==> src/hw/rtl/rcc_pkg.sv <==
// Shared types and constants for the ROM check block.
// Holds the CRC-16 byte update, the segment window and the stage structs.
// No dependencies.
package rcc_pkg;

	localparam logic [15:0] CRC_INIT   = 16'hFFFF;
	localparam logic [15:0] CRC_POLY   = 16'h1021;
	localparam logic [15:0] CRC_SEG_LO = 16'hD000;
	localparam logic [15:0] CRC_SEG_HI = 16'hF000;
	localparam logic [7:0]  SUM_INIT   = 8'h00;

	// One registered input beat
	typedef struct packed {
		logic        valid;
		logic [7:0]  data_byte;
		logic        first;
		logic        last;
		logic [15:0] segment;
	} beat_s1_t;

	// One result beat
	typedef struct packed {
		logic [15:0] check_value;
		logic        passed;
		logic        used_crc;
	} result_t;

	// Advance the CRC by one byte, MSB first
	function automatic logic [15:0] crc_byte(input logic [15:0] crc, input logic [7:0] b);
		logic [15:0] c;
		c = crc ^ {b, 8'h00};
		for (int i = 0; i < 8; i++) begin
			if (c[15]) begin
				c = {c[14:0], 1'b0} ^ CRC_POLY;
			end else begin
				c = {c[14:0], 1'b0};
			end
		end
		return c;
	endfunction

	// True when the segment selects the CRC method
	function automatic logic seg_uses_crc(input logic [15:0] seg);
		return (seg >= CRC_SEG_LO) && (seg < CRC_SEG_HI);
	endfunction

endpackage

==> src/hw/rtl/rcc_in_if.sv <==
// Input channel of the ROM check block: one byte beat with run markers.
// No dependencies.
interface rcc_in_if;
	logic        valid;
	logic        ready;
	logic [7:0]  data_byte;
	logic        first;
	logic        last;
	logic [15:0] segment;

	modport source (output valid, output data_byte, output first, output last,
		output segment, input ready);
	modport sink (input valid, input data_byte, input first, input last,
		input segment, output ready);
endinterface

==> src/hw/rtl/rcc_out_if.sv <==
// Output channel of the ROM check block: one result beat per run.
// No dependencies.
interface rcc_out_if;
	logic        valid;
	logic        ready;
	logic [15:0] check_value;
	logic        passed;
	logic        used_crc;

	modport source (output valid, output check_value, output passed, output used_crc,
		input ready);
	modport sink (input valid, input check_value, input passed, input used_crc,
		output ready);
endinterface

==> src/hw/rtl/rom_crc16_or_sum_check.sv <==
// Top level of the ROM check block: CRC-16 or byte sum over a byte stream.
// Depends on rcc_pkg, rcc_in_if, rcc_out_if, rcc_in_stage and rcc_accum.
//
//  channel  dir  payload                              beats
//  item     in   data_byte[8] first last segment[16]  one per ROM byte
//  result   out  check_value[16] passed used_crc      one per byte marked last
//
// One byte per cycle sustained while the result is not stalled; a result is
// valid in the cycle after the edge that moves its last byte from the input
// register into the result register.
// The CRC update is one byte-wide XOR network between the two registers.
// Reset sets the CRC to 0xFFFF, the sum to zero and selects the byte sum.
// A stalled result holds the pipeline; the input stage still takes a beat when
// it is empty.
module rom_crc16_or_sum_check (
	input logic     clk,
	input logic     arst_n,
	rcc_in_if.sink  item,
	rcc_out_if.source result
);

	rcc_pkg::beat_s1_t beat_s1;
	rcc_pkg::result_t  res;
	logic              advance;

	rcc_in_stage u_in_stage (
		.clk       (clk),
		.arst_n    (arst_n),
		.in_valid  (item.valid),
		.in_ready  (item.ready),
		.data_byte (item.data_byte),
		.first     (item.first),
		.last      (item.last),
		.segment   (item.segment),
		.advance   (advance),
		.beat_s1   (beat_s1)
	);

	rcc_accum u_accum (
		.clk       (clk),
		.arst_n    (arst_n),
		.beat_s1   (beat_s1),
		.advance   (advance),
		.out_valid (result.valid),
		.out_ready (result.ready),
		.result    (res)
	);

	assign result.check_value = res.check_value;
	assign result.passed      = res.passed;
	assign result.used_crc    = res.used_crc;

endmodule

==> src/hw/rtl/rcc_in_stage.sv <==
// Input register stage of the ROM check block.
// Depends on rcc_pkg.
module rcc_in_stage (
	input  logic               clk,
	input  logic               arst_n,
	input  logic               in_valid,
	output logic               in_ready,
	input  logic [7:0]         data_byte,
	input  logic               first,
	input  logic               last,
	input  logic [15:0]        segment,
	input  logic               advance,
	output rcc_pkg::beat_s1_t  beat_s1
);

	logic        valid_s1;
	logic [7:0]  data_byte_s1;
	logic        first_s1;
	logic        last_s1;
	logic [15:0] segment_s1;

	// Take a new beat when the stage is empty or drains this cycle
	assign in_ready = !valid_s1 || advance;

	always_ff @(posedge clk or negedge arst_n) begin
		if (!arst_n) begin
			valid_s1 <= 1'b0;
		end else if (in_ready) begin
			valid_s1 <= in_valid;
		end
	end

	// Hold payload until the next accepted beat
	always_ff @(posedge clk) begin
		if (in_ready && in_valid) begin
			data_byte_s1 <= data_byte;
			first_s1     <= first;
			last_s1      <= last;
			segment_s1   <= segment;
		end
	end

	assign beat_s1 = '{valid: valid_s1, data_byte: data_byte_s1, first: first_s1,
		last: last_s1, segment: segment_s1};

endmodule

==> src/hw/rtl/rcc_accum.sv <==
// Accumulators and result register of the ROM check block.
// Depends on rcc_pkg.
module rcc_accum (
	input  logic               clk,
	input  logic               arst_n,
	input  rcc_pkg::beat_s1_t  beat_s1,
	output logic               advance,
	output logic               out_valid,
	input  logic               out_ready,
	output rcc_pkg::result_t   result
);

	logic [15:0]      crc_q;
	logic [7:0]       sum_q;
	logic             crc_sel_q;
	logic             out_valid_q;
	rcc_pkg::result_t result_q;

	logic [15:0] crc_base;
	logic [7:0]  sum_base;
	logic        sel;
	logic [15:0] crc_next;
	logic [7:0]  sum_next;
	logic [15:0] value;
	logic        fire;

	// Move the stage on when the result slot is free or being emptied
	assign advance = !out_valid_q || out_ready;
	assign fire    = beat_s1.valid && advance;

	// Restart on first, then fold in the byte
	always_comb begin
		crc_base = beat_s1.first ? rcc_pkg::CRC_INIT : crc_q;
		sum_base = beat_s1.first ? rcc_pkg::SUM_INIT : sum_q;
		sel      = beat_s1.first ? rcc_pkg::seg_uses_crc(beat_s1.segment) : crc_sel_q;
		crc_next = rcc_pkg::crc_byte(crc_base, beat_s1.data_byte);
		sum_next = sum_base + beat_s1.data_byte;
		value    = sel ? crc_next : {8'h00, sum_next};
	end

	// Update accumulators; drop back to initial values after a last byte
	always_ff @(posedge clk or negedge arst_n) begin
		if (!arst_n) begin
			crc_q     <= rcc_pkg::CRC_INIT;
			sum_q     <= rcc_pkg::SUM_INIT;
			crc_sel_q <= 1'b0;
		end else if (fire) begin
			crc_sel_q <= sel;
			if (beat_s1.last) begin
				crc_q <= rcc_pkg::CRC_INIT;
				sum_q <= rcc_pkg::SUM_INIT;
			end else begin
				crc_q <= crc_next;
				sum_q <= sum_next;
			end
		end
	end

	// Result valid: load on a last byte, clear when taken
	always_ff @(posedge clk or negedge arst_n) begin
		if (!arst_n) begin
			out_valid_q <= 1'b0;
		end else if (advance) begin
			out_valid_q <= fire && beat_s1.last;
		end
	end

	// Result payload
	always_ff @(posedge clk) begin
		if (fire && beat_s1.last) begin
			result_q <= '{check_value: value, passed: (value == 16'h0000), used_crc: sel};
		end
	end

	assign out_valid = out_valid_q;
	assign result    = result_q;

endmodule
==> src/flat_wrapper.sv <==
// flat-port wrapper written by rule: the top's interface ports become plain ports
module rom_crc16_or_sum_check_flat 
  (clk, arst_n, item_valid, item_data_byte, item_first, item_last, item_segment, item_ready, result_valid, result_check_value, result_passed, result_used_crc, result_ready);
  rcc_in_if item_i ();
  rcc_out_if result_i ();
  input logic clk;
  input logic arst_n;
  input wire logic [$bits(item_i.valid)-1:0] item_valid;
  input wire logic [$bits(item_i.data_byte)-1:0] item_data_byte;
  input wire logic [$bits(item_i.first)-1:0] item_first;
  input wire logic [$bits(item_i.last)-1:0] item_last;
  input wire logic [$bits(item_i.segment)-1:0] item_segment;
  output wire logic [$bits(item_i.ready)-1:0] item_ready;
  output wire logic [$bits(result_i.valid)-1:0] result_valid;
  output wire logic [$bits(result_i.check_value)-1:0] result_check_value;
  output wire logic [$bits(result_i.passed)-1:0] result_passed;
  output wire logic [$bits(result_i.used_crc)-1:0] result_used_crc;
  input wire logic [$bits(result_i.ready)-1:0] result_ready;
  assign item_i.valid = item_valid;
  assign item_i.data_byte = item_data_byte;
  assign item_i.first = item_first;
  assign item_i.last = item_last;
  assign item_i.segment = item_segment;
  assign item_ready = item_i.ready;
  assign result_valid = result_i.valid;
  assign result_check_value = result_i.check_value;
  assign result_passed = result_i.passed;
  assign result_used_crc = result_i.used_crc;
  assign result_i.ready = result_ready;
  rom_crc16_or_sum_check u_core (.clk(clk), .arst_n(arst_n), .item(item_i), .result(result_i));
endmodule
==> config.mk <==
export PLATFORM = sky130hd
export DESIGN_NAME = rom_crc16_or_sum_check_flat
export DESIGN_NICKNAME = d
export VERILOG_FILES = /design/src/hw/rtl/rcc_pkg.sv /design/src/hw/rtl/rcc_in_if.sv /design/src/hw/rtl/rcc_out_if.sv /design/src/hw/rtl/rom_crc16_or_sum_check.sv /design/src/hw/rtl/rcc_in_stage.sv /design/src/hw/rtl/rcc_accum.sv /design/src/flat_wrapper.sv
export SDC_FILE = /design/constraint.sdc
export NUM_CORES = 1
export LEC_CHECK = 0
export BUFFER_PORTS_ARGS = -buffer_cell sky130_fd_sc_hd__buf_2
export CELL_PAD_IN_SITES_DETAIL_PLACEMENT = 0
export CELL_PAD_IN_SITES_GLOBAL_PLACEMENT = 1
export CORE_AREA = 2 2 82 104
export DETAILED_ROUTE_END_ITERATION = 8
export DIE_AREA = 0 0 84 106
export PLACE_DENSITY = 0.75
export SYNTH_ARGS = -nofsm -noshare
export SYNTH_HDL_FRONTEND = slang
export SYNTH_SLANG_ARGS = --single-unit
==> constraint.sdc <==
create_clock -name clk -period 2.6 [get_ports clk]
set_clock_uncertainty 0.05 [all_clocks]
set_input_delay 0.52 -clock clk [delete_from_list [all_inputs] [get_ports clk]]
set_output_delay 0.52 -clock clk [all_outputs]
set_load 0.02 [all_outputs]
==> results.py, run 1 <==
metrics = {
    "yosys": {
        "synthMuxAreaShare": 0.01327,
        "synth-edff-count": 32,
        "synth_common_cells": "39 x nor2_1, 32 x edfxtp_1, 27 x xnor2_1, 20 x a21oi_1, 20 x nand2_1",
        "netlist_area_sq_um": 3110,
        "yosysMostFrequentCell": "nor2_1",
        "syn-num-nets": 319,
        "synth_warnings": 0,
        "synth_top_area_share": 0.3089,
        "yosys_register_bits": 59,
        "syn_avg_cell_area_sq_um": 11.07,
        "synth_area_leaders": "edfxtp_1 31%, dfstp_2 14%, dfrtp_1 8.8%, xnor2_1 7.6%, nor2_1 4.7%",
        "synthAdderAreaFrac": 0.03459,
        "synth_top_family_by_area": "simple AND/OR/NAND/NOR gates",
        "syn-instance-count": 281,
        "ys_types": 53,
        "synthArstFlopShare": 0.4576,
        "synth_compound_area_frac": 0.1263,
        "yosysTopAreaCell": "edfxtp_1",
        "yosys.area_share.simple": 0.1545,
        "synth_xor_area_frac": 0.1183,
        "seq_area_frac_synth": 0.5326,
        "synth_flop_cell": "edfxtp_1",
    },
    "power": {
        "power_frac_seq": 0.421,
        "pwr-share-clk": 0.229,
        "total_leakage_power_nw": 1.579,
        "pwr_density_cell_nw_per_um2": 820.7,
        "ir_drop_mv": 0.4919,
        "intPower_w": 0.002066,
        "power_frac_comb": 0.350,
        "p_sw_w": 0.001079,
        "switching_share": 0.3431,
    },
    "drt": {
        "drc": 0,
        "dr_total_vias": 2321,
        "wirelength_microns": 7142,
        "post_drt_via_cell_ratio": 5.216,
        "drtAntennaViolNets": 0,
        "drtPass1Iterations": 4,
        "drtIter0Drc": 103,
        "wire_per_inst_microns": 16.05,
    },
    "floorplanning": {
        "die_x_microns": 84,
        "io_pins": 50,
        "core_area_sq_um": 8009,
        "initial_core_util": 0.3884,
        "rows": 37,
        "die_area_sq_um": 8904,
        "chipHeight_microns": 106,
    },
    "clock_network": {
        "cts_sinks": 59,
        "clk_pin_slew_ns": 0.07,
        "h-tree-depth": 3,
        "insertion_delay_ns": 0.34,
        "cts_tree": "done",
        "clockBufferDepth": 2,
        "cts_buffers": 9,
        "holdBufCountCts": 0,
        "cts_root_buf": "clkbuf_8",
    },
    "finish": {
        "drive_gt1_frac": 0.3391,
        "syn_to_final_growth_pct": 23.21,
        "finalNetCount": 381,
        "stdcell_area_sq_um": 3832,
        "diodes": 0,
        "n_fill_cell": 748,
    },
    "timing": {
        "relSlewSlack": 0.2602,
        "setup_viol": 0,
        "final-hold-violation-count": 0,
        "fin_crit_sh": 0.9799,
        "finalCriticalPeriod_ns": 2.548,
        "worstMarginPinSlew_ns": 1.106,
        "max_freq_ghz": 0.3925,
        "drv_slew": 0,
        "hold_ws_ns": 0.1551,
        "rsz0062_at_grt": "yes",
    },
    "grt": {
        "grt_pass1_vias": 2307,
        "globalRouteOverflowTotal": 0,
        "grt_pass1_wl_microns": 11560,
        "antenna_found_initial": 0,
        "grt_use_total": 0.1696,
        "grt_max_degree": 28,
    },
    "run_status": {
        "status": "finished clean",
    },
    "worst_setup_path": {
        "crit_path_end_kind": "flip-flop",
        "cp-start-kind": "flip-flop",
        "worst-path-max-fanout": 6,
        "cp.required_ns": 2.72,
        "crit_family": "simple AND/OR/NAND/NOR gates",
        "crit_type": "reg2reg",
        "max_stage_delay_ns": 0.47,
        "r2r_start": "u_core.u_in_stage.first_s1",
        "startpoint": "u_core.u_in_stage.first_s1",
        "cp_data_arrival_time_ns": 2.67,
        "path_buf_inv": 2,
        "crit_chain": "buf_6, nor2b_1, ha_1, and4_4, or3_4, a211oi_2, buf_4, a31oi_1, nor4_2",
        "critPathSlowestCell": "edfxtp_1",
    },
    "placement": {
        "dp_hpwl_microns": 5240,
        "io_buffers": 37,
        "place.gp.congestion": 0.8801,
        "placed_area_sq_um": 3558,
    },
    "min_path": {
        "min_path_type": "in2async",
    },
    "flow_run": {
        "drv_cap": 0,
    },
}
==> power groups by stage <==
stage | Combinational, W | Clock (W) | Sequential (W)
5_1_grt | 0.00121 | 0.000782 | 0.00134
2_1_floorplan | 0.000724 | 0 | 0.00135
6_report | 0.00110 | 0.000719 | 0.00132
3_5_place_dp | 0.00106 | 0 | 0.00134
4_1_cts | 0.00107 | 0.000739 | 0.00132
3_3_place_gp | 0.00104 | 0 | 0.00133
==> timing repair <==
item                                    4_1_cts  5_1_grt
endpoints found under the setup margin        1        2
setup buffers                                 0        1
pin swaps                                     0       12
resized for setup                             2       17
==> per-stage QoR <==
step / TNS (ns) / setup slack (ns) / power [W] / util / cells
after floorplan: 0 / 0.03278 / 0.002071 / - / 281
after global placement: -0.0009852 / -0.0009852 / 0.002378 / 0.4443 / 428
after detailed placement: -0.01908 / -0.01908 / 0.002396 / 0.4443 / 428
after CTS: 0 / 0.001686 / 0.003129 / 0.4659 / 444
after global routing: -0.06113 / -0.06113 / 0.003332 / 0.4785 / 445
final: 0 / 0.05222 / 0.003145 / 0.4785 / 445
==> worst register-to-register path, cell delays in order (launching register included) <==
cell      delay (ns)
edfxtp_1        0.47
buf_6           0.18
nor2b_1         0.11
ha_1            0.32
and4_4          0.23
or3_4           0.37
a211oi_2        0.20
buf_4           0.14
a31oi_1         0.06
nor4_2          0.24
==> placed cells by master (no fill, tap or decap), drive strengths merged, types with 3 or more instances in the layout <==
master / netlist / routed
a21o: 4 / 4
a21oi: 20 / 20
buf: 3 / 61
clkbuf: 7 / 9
clkinv: 0 / 4
dfrtp: 11 / 11
dfstp: 16 / 16
edfxtp: 32 / 32
ha: 7 / 7
inv: 6 / 7
mux2i: 3 / 3
nand2: 20 / 20
nand2b: 3 / 3
nand3: 3 / 3
nand3b: 3 / 3
nor2: 39 / 39
nor2b: 10 / 10
nor3: 3 / 3
o21ai: 9 / 9
o22a: 4 / 4
or2: 3 / 3
xnor2: 27 / 27
xor2: 7 / 7
==> metal layers <==
layer,GRT usage,part of all wire
met5,0,0
met4,0.07143,0.022
met3,0.03960,0.038
met2,0.2840,0.52
met1,0.2102,0.42
==> worst paths after layout <==
path / endpoint / depth (start not counted) / slack, ns
max: u_core.u_accum.result[1] / 9 / 0.05
min: u_core.u_accum.sum_q[3] / 1 / 0.16
max reg2reg: u_core.u_accum.result[1] / 9 / 0.05
min reg2reg: u_core.u_accum.sum_q[0] / 2 / 0.43
max in group asynchronous: u_core.u_accum.out_valid / 1 / 1.91
min in group clk: u_core.u_in_stage.segment_s1[12] / 1 / 0.30
==> cells by family after synthesis <==
family                   count (synthesis)
AO/OA/AOI/OAI                           59
buffers and inverters                   16
XOR/XNOR                                37
flip-flops                              59
multiplexers                             4
adder cells (fa/ha/maj)                  8
AND/OR/NAND/NOR                         98
==> state kept, by name, indices dropped and copies added (netlist names) <==
signal,flops
u_core.u_accum.crc_q,16
u_core.u_in_stage.valid_s1,1
u_core.u_in_stage.last_s1,1
u_core.u_in_stage.data_byte_s1,8
u_core.u_accum.sum_q,8
u_core.u_in_stage.segment_s1,4
u_core.u_in_stage.first_s1,1
u_core.u_accum.crc_sel_q,1
u_core.u_accum.result,18
u_core.u_accum.out_valid,1
==> final cells by class <==
cell class / count / area (sq um) / area share
Sequential cell: 59 / 1657 / 0.4323
Multi-Input combinational cell: 206 / 1488 / 0.3882
Timing Repair Buffer: 61 / 376.6 / 0.09827
Clock buffer: 9 / 123.9 / 0.03232
Tap cell: 97 / 121.4 / 0.03167
Clock inverter: 7 / 43.79 / 0.01143
Inverter: 6 / 22.52 / 0.005877
No activity file was read; power rests on OpenSTA's default activity.
==> run 2: changes to the inputs <==
--- a/config.mk
+++ b/config.mk
@@ -8,10 +8,12 @@
 export BUFFER_PORTS_ARGS = -buffer_cell sky130_fd_sc_hd__buf_2
 export CELL_PAD_IN_SITES_DETAIL_PLACEMENT = 0
 export CELL_PAD_IN_SITES_GLOBAL_PLACEMENT = 1
-export CORE_AREA = 2 2 82 104
+export CORE_AREA = 2 2 86 109
 export DETAILED_ROUTE_END_ITERATION = 8
-export DIE_AREA = 0 0 84 106
+export DIE_AREA = 0 0 88 111
+export MAX_ROUTING_LAYER = met4
 export PLACE_DENSITY = 0.75
 export SYNTH_ARGS = -nofsm -noshare
 export SYNTH_HDL_FRONTEND = slang
+export SYNTH_HIERARCHICAL = 1
 export SYNTH_SLANG_ARGS = --single-unit
==> run 2 against run 1 <==
Hold slack better by 0.019 ns. Clock-buffer cell count up 2. Register-to-register slack about the same. Die area up 9.7%. Synthesized cell count up 1.1%. Routed wire length up 2.7%. Flip-flop and latch count unchanged. Sequential share of layout area down 1.2 points. First-iteration DRC count up 12%. Area after synthesis up 0.97%. Combinational power about the same.
==> results.py, run 2 <==
metrics = {
    "run_status": {
        "status": "finished clean",
    },
    "floorplanning": {
        "die_area_sq_um": 9768,
        "core_area_sq_um": 8832,
        "initial_core_util": 0.3556,
        "chipHeight_microns": 111,
        "rows": 39,
        "die_x_microns": 88,
        "io_pins": 50,
    },
    "drt": {
        "post_drt_via_cell_ratio": 4.936,
        "wirelength_microns": 7337,
        "drtIter0Drc": 115,
        "drtPass1Iterations": 4,
        "dr_total_vias": 2300,
        "drtAntennaViolNets": 0,
        "drc": 0,
        "wire_per_inst_microns": 15.74,
    },
    "worst_setup_path": {
        "cp-start-kind": "flip-flop",
        "path_buf_inv": 1,
        "r2r_start": "u_core/u_in_stage/first_s1",
        "crit_family": "simple AND/OR/NAND/NOR gates",
        "cp.required_ns": 2.69,
        "cp_data_arrival_time_ns": 2.63,
        "reg2reg_depth": 9,
        "reg2reg_slack_ns": 0.06,
        "startpoint": "u_core/u_in_stage/first_s1",
        "critPathSlowestCell": "edfxtp_1",
        "worst-path-max-fanout": 3,
        "max_stage_delay_ns": 0.42,
        "crit_path_end_kind": "flip-flop",
        "crit_chain": "buf_4, nor2b_4, ha_1, a21o_1, and4_4, or3_4, a211oi_2, a31oi_1, nor4_2",
        "reg2reg_to": "u_core/u_accum/result[1]",
        "crit_type": "reg2reg",
    },
    "finish": {
        "final_util": 0.4465,
        "multi_input_area_sq_um": 1473,
        "syn_to_final_growth_pct": 25.58,
        "diodes": 0,
        "finalNetCount": 376,
        "drive_gt1_frac": 0.3120,
        "layout_common_cells": "39 x nor2_1, 37 x buf_2, 32 x edfxtp_1",
        "stdcell_count": 466,
        "final_common_cell": "nor2_1",
        "largest_register_ffs": 18,
        "n_fill_cell": 831,
        "seq_area_sq_um": 1657,
    },
    "timing": {
        "relSlewSlack": 0.2898,
        "worstMarginPinSlew_ns": 1.061,
        "rsz0062_at_grt": "yes",
        "final-hold-violation-count": 0,
        "fin_ws_ns": 0.06072,
        "drv_slew": 0,
        "finalCriticalPeriod_ns": 2.539,
        "fin_crit_sh": 0.9766,
        "setup_viol": 0,
        "max_freq_ghz": 0.3938,
        "hold_ws_ns": 0.1742,
    },
    "grt": {
        "globalRouteOverflowTotal": 0,
        "grt_pass1_vias": 2290,
        "grt_use_total": 0.1694,
        "grt_pass1_wl_microns": 12060,
        "antenna_found_initial": 0,
        "grt_max_degree": 28,
    },
    "placement": {
        "io_buffers": 37,
        "place_inst": 447,
        "dp_hpwl_microns": 5315,
        "pre_cts_ws_ns": -0.02567,
        "place.gp.congestion": 0.8394,
    },
    "clock_network": {
        "cts_root_buf": "clkbuf_16",
        "cts_sinks": 59,
        "cts_tree": "done",
        "clockBufferDepth": 2,
        "cts_buffers": 9,
        "clk_pin_slew_ns": 0.05,
        "insertion_delay_ns": 0.33,
        "h-tree-depth": 3,
    },
    "yosys": {
        "syn-instance-count": 284,
        "netlist_area_sq_um": 3141,
        "syn-num-nets": 322,
        "synth_warnings": 6,
        "syn_avg_cell_area_sq_um": 11.06,
    },
    "min_path": {
        "min_path_type": "in2async",
    },
    "power": {
        "ir_drop_mv": 0.4090,
        "pwr_density_cell_nw_per_um2": 928.4,
        "total_leakage_power_nw": 1.622,
        "p_total_w": 0.003662,
    },
    "flow_run": {
        "drv_cap": 0,
    },
}
-- run 2: how the worst max path moves through the flow --
stage,end,slack (ns),depth (start not counted)
after floorplan,u_core/u_accum/result[1],0.01,12
after global placement,u_core/u_accum/result[1],0.05,9
after detailed placement,u_core/u_accum/result[1],-0.03,9
after CTS,u_core/u_accum/result[1],0.02,9
after global routing,u_core/u_accum/result[1],-0.08,7
final,u_core/u_accum/result[1],0.06,9
-- run 2: area by class of cell --
type                    instances  share of cell area
well taps                     123             0.03902
inverters                       6            0.005711
clock buffers                  11             0.05901
repair buffers                 56             0.08312
flip-flops and latches         59              0.4201
multi-input cells             206              0.3734
clock inverters                 5             0.01967
-- run 2: worst reg2reg max path: cells and delay by family (launching register included) --
kind,cells,cell delay (ns)
AOI/OAI and AO/OA,3,0.51
buffers and inverters,1,0.17
DFF,1,0.42
adders and majority gates,1,0.24
and+or+nand+nor,4,0.98
-- run 2: power by group --
group | internal (W) | total [W] | switching [W]
logic | 0.000500 | 0.00109 | 0.000592
registers | 0.00121 | 0.00133 | 0.000114
clock network | 0.000835 | 0.00124 | 0.000409
total | 0.00255 | 0.00366 | 0.00111
-- run 2: per-layer routing --
metal | part of all wire | GRT usage
met5 | 0 | -
met4 | 0.024 | 0.06462
met3 | 0.040 | 0.04542
met2 | 0.52 | 0.2702
met1 | 0.41 | 0.2028
-- run 2: repair_timing --
| action | 4_1_cts | 5_1_grt |
|---|---|---|
| hold buffers | 0 | 0 |
| setup endpoints to repair | 1 | 2 |
| pin swaps | 2 | 3 |
| resized for setup | 4 | 7 |
| cloned | 0 | 0 |
| setup buffers | 1 | 2 |
-- run 2: stage by stage --
stage	instance area, sq um	setup TNS (ns)
floorplan	3157	0
global placement	3551	0
detailed placement	3551	-0.02567
CTS	3891	0
global route	3944	-0.08728
finish	3944	0
